`src/hdl/csvt_pkg.sv`:
```
package csvt_pkg;

    // Design constants
    localparam int MAX_SEPARATORS = 4;
    localparam int COLUMN_BITS    = 16;
    localparam int SEP_REGS       = 4;
    localparam int SEP_LIMIT      = (MAX_SEPARATORS < SEP_REGS) ? MAX_SEPARATORS : SEP_REGS;

    // Field widths
    localparam int BYTE_W      = 8;
    localparam int SEP_COUNT_W = 3;
    localparam int COL_IDX_W   = 16;
    localparam int ROW_W       = 32;
    localparam int CFG_INDEX_W = 3;
    localparam int CFG_DATA_W  = 8;

    // Characters
    localparam logic [BYTE_W-1:0] CH_LF  = 8'h0A;
    localparam logic [BYTE_W-1:0] CH_CR  = 8'h0D;
    localparam logic [BYTE_W-1:0] CH_TAB = 8'h09;
    localparam logic [BYTE_W-1:0] CH_N   = 8'h6E;
    localparam logic [BYTE_W-1:0] CH_T   = 8'h74;
    localparam logic [BYTE_W-1:0] CH_R   = 8'h72;

    // Register reset values
    localparam logic [BYTE_W-1:0]      SEP0_RESET      = 8'd59;
    localparam logic [BYTE_W-1:0]      SEPX_RESET      = 8'd0;
    localparam logic [SEP_COUNT_W-1:0] SEP_COUNT_RESET = 3'd1;
    localparam logic [BYTE_W-1:0]      QUOTE_RESET     = 8'd34;
    localparam logic [BYTE_W-1:0]      ESCAPE_RESET    = 8'd92;

    typedef enum logic [CFG_INDEX_W-1:0] {
        CFG_SEP_CHAR_0 = 3'd0,
        CFG_SEP_CHAR_1 = 3'd1,
        CFG_SEP_CHAR_2 = 3'd2,
        CFG_SEP_CHAR_3 = 3'd3,
        CFG_SEP_COUNT  = 3'd4,
        CFG_QUOTE_CHAR = 3'd5,
        CFG_ESC_CHAR   = 3'd6
    } cfg_reg_t;

    typedef enum logic [2:0] {
        MODE_PLAIN   = 3'd0,
        MODE_QUOTED  = 3'd1,
        MODE_ESCAPED = 3'd2,
        MODE_DQUOTE  = 3'd3,
        MODE_ERROR   = 3'd4
    } parse_mode_t;

endpackage

```
`src/hdl/csvt_if.sv`:
```
interface csvt_byte_if;
    logic                          valid;
    logic                          ready;
    logic [csvt_pkg::BYTE_W-1:0]   data_byte;

    modport source (output valid, output data_byte, input ready);
    modport sink   (input valid, input data_byte, output ready);
endinterface

interface csvt_token_if;
    logic                             valid;
    logic                             ready;
    logic                             char_valid;
    logic [csvt_pkg::BYTE_W-1:0]      char_out;
    logic                             cell_end;
    logic [csvt_pkg::COL_IDX_W-1:0]   column_index;
    logic                             row_end;
    logic [csvt_pkg::ROW_W-1:0]       row_index;
    logic [csvt_pkg::COL_IDX_W-1:0]   widest_row;
    logic                             error;

    modport source (output valid, output char_valid, output char_out, output cell_end,
                    output column_index, output row_end, output row_index,
                    output widest_row, output error, input ready);
    modport sink   (input valid, input char_valid, input char_out, input cell_end,
                    input column_index, input row_end, input row_index,
                    input widest_row, input error, output ready);
endinterface

```
`src/hdl/csv_byte_tokenizer_core.sv`:
```
// CSV byte tokenizer. Takes one text byte per word on byte_stream and returns exactly
// one token word per byte on token_stream: the cell character after escape translation
// (char_valid/char_out), cell and row end marks with the column and row of the ended
// cell, the widest finished row so far and a sticky error flag. A byte passes an input
// register, then compare logic updates the parse mode and the saturating column/row
// counters and loads the token register (two register stages in all).
// One byte per cycle is sustained while token_stream keeps ready high,
// since the single mode/counter update per byte is the only loop. An unknown escape
// inside quotes puts the block in an error mode that swallows all later bytes (each
// still yields a token with only error set) until reset. Registers are written through
// cfg_we/cfg_index/cfg_data and must only change while no byte is in flight.
module csv_byte_tokenizer_core
(
    input  logic                                clk,
    input  logic                                rst_n,
    input  logic                                cfg_we,
    input  logic [csvt_pkg::CFG_INDEX_W-1:0]    cfg_index,
    input  logic [csvt_pkg::CFG_DATA_W-1:0]     cfg_data,
    csvt_byte_if.sink                           byte_stream,
    csvt_token_if.source                        token_stream
);
    import csvt_pkg::*;

    // configuration registers
    logic [SEP_REGS-1:0][BYTE_W-1:0] sep_char_reg;
    logic [SEP_COUNT_W-1:0]          sep_count_reg;
    logic [BYTE_W-1:0]               quote_char_reg;
    logic [BYTE_W-1:0]               escape_char_reg;

    // input stage
    logic              in_valid_reg;
    logic [BYTE_W-1:0] in_byte_reg;

    // parser state
    parse_mode_t            mode_reg, mode_next;
    logic [COLUMN_BITS-1:0] col_reg, col_next;
    logic [COLUMN_BITS-1:0] max_col_reg, max_col_next;
    logic [ROW_W-1:0]       row_reg, row_next;

    // token register
    logic                 out_valid_reg;
    logic                 char_valid_reg, char_valid_next;
    logic [BYTE_W-1:0]    char_out_reg, char_out_next;
    logic                 cell_end_reg, cell_end_next;
    logic [COL_IDX_W-1:0] col_idx_reg, col_idx_next;
    logic                 row_end_reg, row_end_next;
    logic [ROW_W-1:0]     row_idx_reg;
    logic [COL_IDX_W-1:0] widest_reg;
    logic                 error_reg;

    logic                   advance;
    logic                   fire;
    logic [BYTE_W-1:0]      b;
    logic                   is_quote;
    logic                   is_esc;
    logic                   is_sep;
    logic                   plain;
    logic [COLUMN_BITS-1:0] col_inc;

    // pipeline moves whenever the token register is empty or being drained
    assign advance           = !out_valid_reg || token_stream.ready;
    assign fire              = in_valid_reg && advance;
    assign byte_stream.ready = !in_valid_reg || advance;

    assign b        = in_byte_reg;
    assign is_quote = (b == quote_char_reg);
    assign is_esc   = (b == escape_char_reg);

    // only the first min(sep_count, SEP_LIMIT) separators take part
    always_comb
    begin
        is_sep = 1'b0;
        for (int i = 0; i < SEP_LIMIT; i++)
        begin
            if ((SEP_COUNT_W'(i) < sep_count_reg) && (sep_char_reg[i] == b))
            begin
                is_sep = 1'b1;
            end
        end
    end

    // unquoted handling also covers a non-quote after a closing quote
    assign plain = (mode_reg == MODE_PLAIN) || ((mode_reg == MODE_DQUOTE) && !is_quote);

    // next parse mode
    always_comb
    begin
        mode_next = mode_reg;
        case (mode_reg)
            MODE_PLAIN:
            begin
                if (is_quote)
                begin
                    mode_next = MODE_QUOTED;
                end
            end
            MODE_QUOTED:
            begin
                if (is_esc)
                begin
                    mode_next = MODE_ESCAPED;
                end
                else if (is_quote)
                begin
                    mode_next = MODE_DQUOTE;
                end
            end
            MODE_ESCAPED:
            begin
                if ((b == CH_N) || (b == CH_T) || (b == CH_R) || is_quote)
                begin
                    mode_next = MODE_QUOTED;
                end
                else
                begin
                    mode_next = MODE_ERROR;
                end
            end
            MODE_DQUOTE:
            begin
                // doubled quote stays quoted; anything else is unquoted (never a quote here)
                mode_next = is_quote ? MODE_QUOTED : MODE_PLAIN;
            end
            MODE_ERROR:
            begin
                mode_next = MODE_ERROR;
            end
            default:
            begin
                mode_next = MODE_ERROR;
            end
        endcase
    end

    // token fields
    always_comb
    begin
        char_valid_next = 1'b0;
        char_out_next   = '0;
        case (mode_reg)
            MODE_QUOTED:
            begin
                if (!is_esc && !is_quote)
                begin
                    char_valid_next = 1'b1;
                    char_out_next   = b;
                end
            end
            MODE_ESCAPED:
            begin
                if (b == CH_N)
                begin
                    char_valid_next = 1'b1;
                    char_out_next   = CH_LF;
                end
                else if (b == CH_T)
                begin
                    char_valid_next = 1'b1;
                    char_out_next   = CH_TAB;
                end
                else if (b == CH_R)
                begin
                    char_valid_next = 1'b1;
                    char_out_next   = CH_CR;
                end
                else if (is_quote)
                begin
                    char_valid_next = 1'b1;
                    char_out_next   = b;
                end
            end
            MODE_DQUOTE, MODE_PLAIN:
            begin
                if (is_quote && (mode_reg == MODE_DQUOTE))
                begin
                    char_valid_next = 1'b1;
                    char_out_next   = b;
                end
                else if (!is_quote && !is_sep && (b != CH_LF) && (b != CH_CR))
                begin
                    char_valid_next = 1'b1;
                    char_out_next   = b;
                end
            end
            default:
            begin
                char_valid_next = 1'b0;
            end
        endcase

        cell_end_next = plain && !is_quote && (is_sep || (b == CH_LF));
        row_end_next  = plain && (b == CH_LF);
        col_idx_next  = cell_end_next ? COL_IDX_W'(col_reg) : '0;
    end

    // counters, all saturating
    assign col_inc = (cell_end_next && !(&col_reg)) ? col_reg + 1'b1 : col_reg;

    always_comb
    begin
        col_next     = col_inc;
        max_col_next = max_col_reg;
        row_next     = row_reg;
        if (row_end_next)
        begin
            col_next = '0;
            if (col_inc > max_col_reg)
            begin
                max_col_next = col_inc;
            end
            if (!(&row_reg))
            begin
                row_next = row_reg + 1'b1;
            end
        end
    end

    // configuration writes; indexes beyond the list are ignored
    always_ff @(posedge clk or negedge rst_n)
    begin
        if (!rst_n)
        begin
            sep_char_reg[0] <= SEP0_RESET;
            for (int i = 1; i < SEP_REGS; i++)
            begin
                sep_char_reg[i] <= SEPX_RESET;
            end
            sep_count_reg   <= SEP_COUNT_RESET;
            quote_char_reg  <= QUOTE_RESET;
            escape_char_reg <= ESCAPE_RESET;
        end
        else if (cfg_we)
        begin
            case (cfg_index)
                CFG_SEP_CHAR_0: sep_char_reg[0] <= cfg_data;
                CFG_SEP_CHAR_1: sep_char_reg[1] <= cfg_data;
                CFG_SEP_CHAR_2: sep_char_reg[2] <= cfg_data;
                CFG_SEP_CHAR_3: sep_char_reg[3] <= cfg_data;
                CFG_SEP_COUNT:  sep_count_reg   <= cfg_data[SEP_COUNT_W-1:0];
                CFG_QUOTE_CHAR: quote_char_reg  <= cfg_data;
                CFG_ESC_CHAR:   escape_char_reg <= cfg_data;
                default:        sep_count_reg   <= sep_count_reg;
            endcase
        end
    end

    // control state
    always_ff @(posedge clk or negedge rst_n)
    begin
        if (!rst_n)
        begin
            in_valid_reg  <= 1'b0;
            out_valid_reg <= 1'b0;
            mode_reg      <= MODE_PLAIN;
            col_reg       <= '0;
            max_col_reg   <= '0;
            row_reg       <= '0;
        end
        else
        begin
            if (byte_stream.ready)
            begin
                in_valid_reg <= byte_stream.valid;
            end
            if (advance)
            begin
                out_valid_reg <= in_valid_reg;
            end
            if (fire)
            begin
                mode_reg    <= mode_next;
                col_reg     <= col_next;
                max_col_reg <= max_col_next;
                row_reg     <= row_next;
            end
        end
    end

    // payload
    always_ff @(posedge clk)
    begin
        if (byte_stream.ready && byte_stream.valid)
        begin
            in_byte_reg <= byte_stream.data_byte;
        end
        if (fire)
        begin
            char_valid_reg <= char_valid_next;
            char_out_reg   <= char_out_next;
            cell_end_reg   <= cell_end_next;
            col_idx_reg    <= col_idx_next;
            row_end_reg    <= row_end_next;
            row_idx_reg    <= row_reg;
            widest_reg     <= COL_IDX_W'(max_col_next);
            error_reg      <= (mode_next == MODE_ERROR);
        end
    end

    assign token_stream.valid        = out_valid_reg;
    assign token_stream.char_valid   = char_valid_reg;
    assign token_stream.char_out     = char_out_reg;
    assign token_stream.cell_end     = cell_end_reg;
    assign token_stream.column_index = col_idx_reg;
    assign token_stream.row_end      = row_end_reg;
    assign token_stream.row_index    = row_idx_reg;
    assign token_stream.widest_row   = widest_reg;
    assign token_stream.error        = error_reg;

`ifndef SYNTHESIS
    // a character and a cell/row end never come from the same byte
    a_char_excl: assert property (@(posedge clk) disable iff (!rst_n)
        out_valid_reg && char_valid_reg |-> !cell_end_reg && !row_end_reg)
        else $error("char and end mark in one token");

    // error mode never leaves until reset
    a_err_sticky: assert property (@(posedge clk) disable iff (!rst_n)
        mode_reg == MODE_ERROR |=> mode_reg == MODE_ERROR)
        else $error("left error mode");

    // an erroring token carries nothing else
    a_err_quiet: assert property (@(posedge clk) disable iff (!rst_n)
        out_valid_reg && error_reg |-> !char_valid_reg && !cell_end_reg && !row_end_reg)
        else $error("token content in error mode");

    // widest row only grows
    a_widest_mono: assert property (@(posedge clk) disable iff (!rst_n)
        1'b1 |=> max_col_reg >= $past(max_col_reg))
        else $error("widest row shrank");

    // column index only meaningful with a cell end
    a_col_idx_zero: assert property (@(posedge clk) disable iff (!rst_n)
        out_valid_reg && !cell_end_reg |-> col_idx_reg == '0)
        else $error("column index without cell end");
`endif

endmodule

```
`src/flat_wrapper.sv`:
```
// flat-port wrapper written by rule: the top's interface ports become plain ports
module csv_byte_tokenizer_core_flat import csvt_pkg::*;
  (clk, rst_n, cfg_we, cfg_index, cfg_data, byte_stream_valid, byte_stream_data_byte, byte_stream_ready, token_stream_valid, token_stream_char_valid, token_stream_char_out, token_stream_cell_end, token_stream_column_index, token_stream_row_end, token_stream_row_index, token_stream_widest_row, token_stream_error, token_stream_ready);
  csvt_byte_if byte_stream_i ();
  csvt_token_if token_stream_i ();
  input  logic clk;
  input  logic rst_n;
  input  logic cfg_we;
  input  logic [csvt_pkg::CFG_INDEX_W-1:0] cfg_index;
  input  logic [csvt_pkg::CFG_DATA_W-1:0] cfg_data;
  input wire logic [$bits(byte_stream_i.valid)-1:0] byte_stream_valid;
  input wire logic [$bits(byte_stream_i.data_byte)-1:0] byte_stream_data_byte;
  output wire logic [$bits(byte_stream_i.ready)-1:0] byte_stream_ready;
  output wire logic [$bits(token_stream_i.valid)-1:0] token_stream_valid;
  output wire logic [$bits(token_stream_i.char_valid)-1:0] token_stream_char_valid;
  output wire logic [$bits(token_stream_i.char_out)-1:0] token_stream_char_out;
  output wire logic [$bits(token_stream_i.cell_end)-1:0] token_stream_cell_end;
  output wire logic [$bits(token_stream_i.column_index)-1:0] token_stream_column_index;
  output wire logic [$bits(token_stream_i.row_end)-1:0] token_stream_row_end;
  output wire logic [$bits(token_stream_i.row_index)-1:0] token_stream_row_index;
  output wire logic [$bits(token_stream_i.widest_row)-1:0] token_stream_widest_row;
  output wire logic [$bits(token_stream_i.error)-1:0] token_stream_error;
  input wire logic [$bits(token_stream_i.ready)-1:0] token_stream_ready;
  assign byte_stream_i.valid = byte_stream_valid;
  assign byte_stream_i.data_byte = byte_stream_data_byte;
  assign byte_stream_ready = byte_stream_i.ready;
  assign token_stream_valid = token_stream_i.valid;
  assign token_stream_char_valid = token_stream_i.char_valid;
  assign token_stream_char_out = token_stream_i.char_out;
  assign token_stream_cell_end = token_stream_i.cell_end;
  assign token_stream_column_index = token_stream_i.column_index;
  assign token_stream_row_end = token_stream_i.row_end;
  assign token_stream_row_index = token_stream_i.row_index;
  assign token_stream_widest_row = token_stream_i.widest_row;
  assign token_stream_error = token_stream_i.error;
  assign token_stream_i.ready = token_stream_ready;
  csv_byte_tokenizer_core u_core (.clk(clk), .rst_n(rst_n), .cfg_we(cfg_we), .cfg_index(cfg_index), .cfg_data(cfg_data), .byte_stream(byte_stream_i), .token_stream(token_stream_i));
endmodule
```
`config.mk`:
```
export PLATFORM = sky130hd
export DESIGN_NAME = csv_byte_tokenizer_core_flat
export DESIGN_NICKNAME = d
export VERILOG_FILES = /design/src/hdl/csvt_pkg.sv /design/src/hdl/csvt_if.sv /design/src/hdl/csv_byte_tokenizer_core.sv /design/src/flat_wrapper.sv
export SDC_FILE = /design/constraint.sdc
export NUM_CORES = 1
export LEC_CHECK = 0
export BUFFER_PORTS_ARGS = -buffer_cell sky130_fd_sc_hd__buf_2
export CAP_MARGIN = 40
export CORE_ASPECT_RATIO = 2
export CORE_MARGIN = 3
export CORE_UTILIZATION = 59
export DETAILED_ROUTE_END_ITERATION = 8
export MAX_ROUTING_LAYER = met4
export PLACE_DENSITY = 0.9
export SLEW_MARGIN = 30
export SYNTH_ARGS = -nofsm -noshare
export SYNTH_HDL_FRONTEND = slang
export SYNTH_SLANG_ARGS = --single-unit
```
`constraint.sdc`:
```
create_clock -name clk -period 4.6 [get_ports clk]
set_input_delay 0.46 -clock clk [delete_from_list [all_inputs] [get_ports clk]]
set_output_delay 0.46 -clock clk [all_outputs]
set_load 0.05 [all_outputs]
```
==> impl_metrics.csv <==
group,metric,value,unit
synth,synth_compound_area_share,7.48,%
cells_and_area,final_nets,1042,
routing,dr.pass1.iters,6,
worst_setup_path,reg2reg_slack,0.07,ns
clocking,cts_tree,"yes",
floorplanning,die_height,189,µm
routing,drcViolationCount,0,
pwr,pwr_density_cell,425,nW/µm²
clocking,clkLatencyLatePin,0.49,ns
worst_setup_path,cp.required,4.95,ns
grt,grt.total_usage,26.7,%
placed_design,post-place-ws,-0.0388,ns
sta,clock.fmax,221,MHz
worst_setup_path,reg2reg_to,"u_core.token_stream.widest_row[10]$_DFFE_PP_",
synth,syn_inst,847,
synth,synth_top_family_by_area,"simple AND/OR/NAND/NOR gates",
floorplanning,rows,66,
worst_setup_path,timing.rr.start,"u_core.b[1]$_DFFE_PP_",
sta,period_share,98.5,%
worst_setup_path,setup.worst_path.end,"u_core.token_stream.widest_row[10]$_DFFE_PP_",
worst_setup_path,critPathKind,"register to register",
floorplanning,start_util,60.6,%
routing,drtIter0Drc,654,
clocking,clkTransAtPathRegs,0.06,ns
worst_setup_path,reg2reg_depth,16,
grt,grt_overflow,0,
synth,synth_edf_count,84,
floorplanning,boundaryPins,102,
cells_and_area,final_layout_size_suffix_gt1_share,30.0,%
pwr,vdd_drop_max,0.378,mV
grt,antenna_found_initial,0,
routing,routedWlPerCell,20.6,µm
sta,worst_slack,0.0704,ns
clocking,cts_sinks,204,
pwr,leakage,0.00508,µW
sta,setup_violations,0,
synth,synthArstFlopShare,58.8,%
placed_design,dp_hpwl,17000,µm
clocking,cts_buffer_depth,3,
worst_setup_path,crit_path_end_kind,"register",
job,cap_violations,0,
routing,ant_nets,0,
cells_and_area,syn_to_final_growth,18.7,%
sta,hold_ws,0.148,ns
sta,fin_skew,0.0200,ns
synth,syn-cell-area,9920,µm²
placed_design,port-buffer-count,101,
synth,synthMuxAreaShare,6.21,%
grt,grt_max_degree,60,
synth,synth_xor_xnor_area_share,8.47,%
worst_setup_path,slowest_delay,0.51,ns
sta,slew_viol_final,0,
synth,ys.flop_type,"dfrtp_1",
worst_setup_path,path_max_fanout,6,
cells_and_area,instances_no_fill,1216,
worst_setup_path,cp-start-kind,"register",
routing,via_per_inst,6.14,
sta,period_needed,4.53,ns
synth,avgSynthCellArea,11.7,µm²
synth,ys_seq_elements,204,
synth,synth_seq_area_share,55.9,%
worst_setup_path,cp_slowest_cell,"a2111o_1",
hold_path,hold_path_depth,1,
floorplanning,die_area,18500,µm²
grt,grt_pass1_vias,7439,
sta,worstMarginPinSlew,0.752,ns
synth,ys_types,76,
worst_setup_path,path_cells,"buf_4 > xnor2_2 > nand4_1 > nor4_4 > nor2_4 > a2111o_1 > xnor2_2 > inv_1 > ha_1 > nand4_1 > nor4_2 > o31ai_1 > o211a_1 > or2_1 > or4_1 > nand3_1",
clocking,numCtsBuffers,18,
synth,synthAdderAreaFrac,2.27,%
sta,finalHoldViolCount,0,
synth,synthSimpleGateAreaFrac,16.0,%
routing,drt-total-wl,25100,µm
cells_and_area,num_antenna_cells,0,
placed_design,gp_congestion,0.941,
clocking,cts-root-buf,"clkbuf_16",
worst_setup_path,arrival,4.88,ns
placed_design,placedCellCount,1147,
sta,relSlewSlack,49.9,%
clocking,htreeDepth,1,
status,outcome,"completed",
synth,ys_warn_count,0,
floorplanning,core_area,16400,µm²
worst_setup_path,cp-startpoint,"u_core.b[1]$_DFFE_PP_",
hold_path,hold_path.class,"input pin to register",
grt,grt_pass1_wl,38200,µm
synth,syn-num-nets,889,
floorplanning,die_w,97.7,µm
routing,vias,7461,
## critical path: cells and delay by family, from the launching register on
| family | cells | cell delay (ns) |
|---|---|---|
| buffers and inverters | 2 | 0.26 |
| flip-flops | 1 | 0.36 |
| AND/OR/NAND/NOR | 8 | 2.11 |
| adder cells (fa/ha/maj) | 1 | 0.31 |
| XOR/XNOR | 2 | 0.51 |
| AO/OA/AOI/OAI | 3 | 0.82 |
## cell usage after synthesis (12+ instances only)
cell type / number / area share (%)
a21oi_1: 40 / 2.0
and2_1: 29 / 1.8
clkbuf_1: 20 / 0.76
dfrtp_1: 108 / 27
dfstp_2: 12 / 3.2
edfxtp_1: 84 / 25
ha_1: 18 / 2.3
inv_1: 38 / 1.4
mux2_2: 52 / 5.9
nand2_1: 51 / 1.9
nand3_1: 41 / 2.1
nand4_1: 23 / 1.5
nor2_1: 48 / 1.8
nor3_1: 16 / 0.81
o211ai_1: 12 / 0.91
o21ai_0: 17 / 0.86
xnor2_1: 73 / 6.4
xor2_1: 21 / 1.9
## metrics by stage
step / area (µm²) / TNS (ns) / power (µW) / utilization [%]
6_report: 11800 / 0 / 5010 / 72.0
5_1_grt: 11800 / -1.12 / 5170 / 72.0
4_1_cts: 11400 / 0 / 4920 / 70.0
3_5_place_dp: 10700 / -0.0961 / 3320 / 65.7
3_3_place_gp: 10700 / 0 / 3280 / 65.6
2_1_floorplan: 9920 / 0 / 3020 / -
## power by group
part           total [µW]  switching (µW)  internal (µW)  leakage, µW
Combinational        1130             707            423      0.00244
Sequential           2290             156           2130      0.00233
Clock                1590             654            936     0.000307
Total                5010            1520           3490      0.00508
## cell type report
class / count / area (µm²)
clock buffer: 26 / 543
clock inverter: 6 / 78.8
sequential: 204 / 5540
inverter: 39 / 150
timing repair buffer: 173 / 1070
multi-input combinational: 564 / 4140
tap: 204 / 255
fill: 1090 / 4580
## worst min-delay path by stage
stage | from | slack, ns | to
floorplan | rst_n | 0.16 | u_core.col_reg[0]$_DFFE_PN0P_
global placement | rst_n | 0.39 | u_core.in_valid_reg$_DFFE_PN0N_
detailed placement | rst_n | 0.40 | u_core.token_stream.valid$_DFFE_PN0P_
CTS | byte_stream_data_byte[1] | 0.14 | u_core.b[1]$_DFFE_PP_
global route | byte_stream_data_byte[0] | 0.14 | u_core.b[0]$_DFFE_PP_
finish | byte_stream_data_byte[1] | 0.15 | u_core.b[1]$_DFFE_PP_
## logic make-up (layout without fill, tap and decap cells)
logic type,after synthesis,count (layout)
AOI/OAI and AO/OA,109,109
and+or+nand+nor,287,287
muxes,55,55
DFF,204,204
adders and majority gates,18,18
xor gates and xnor gates,95,95
buffers and inverters,79,244
## placed cells by master, fill, tap and decap left out, types with 21 or more instances in the layout
cell / netlist / layout
dfrtp_1: 108 / 108
buf_2: 9 / 100
edfxtp_1: 84 / 84
xnor2_1: 73 / 69
buf_4: 6 / 69
mux2_2: 52 / 52
nand2_1: 51 / 51
nor2_1: 48 / 45
nand3_1: 41 / 41
inv_1: 38 / 37
a21oi_1: 40 / 37
and2_1: 29 / 29
nand4_1: 23 / 23
xor2_1: 21 / 21
## layer usage
| layer | share of wire, % | track usage, % | wire length (µm) | up-vias |
|---|---|---|---|---|
| met3 | 5.5 | 3.50 | 1390 | 114 |
| met5 | 0 | - | 0 | - |
| met1 | 33 | 26.9 | 8190 | 3639 |
| met4 | 6.3 | 16.1 | 1570 | 0 |
| li1 | - | - | - | 3328 |
| met2 | 56 | 48.3 | 13900 | 380 |
## what timing repair did
action | 4_1_cts | 5_1_grt
hold endpoints to repair | 26 | 0
resized for setup | 2 | 22
endpoints found under the setup margin | 14 | 32
pin swaps | 0 | 11
hold buffers | 1 | 0
cloned | 0 | 0
buffers inserted | 9 | 26
(Power assumes the default switching activity.)
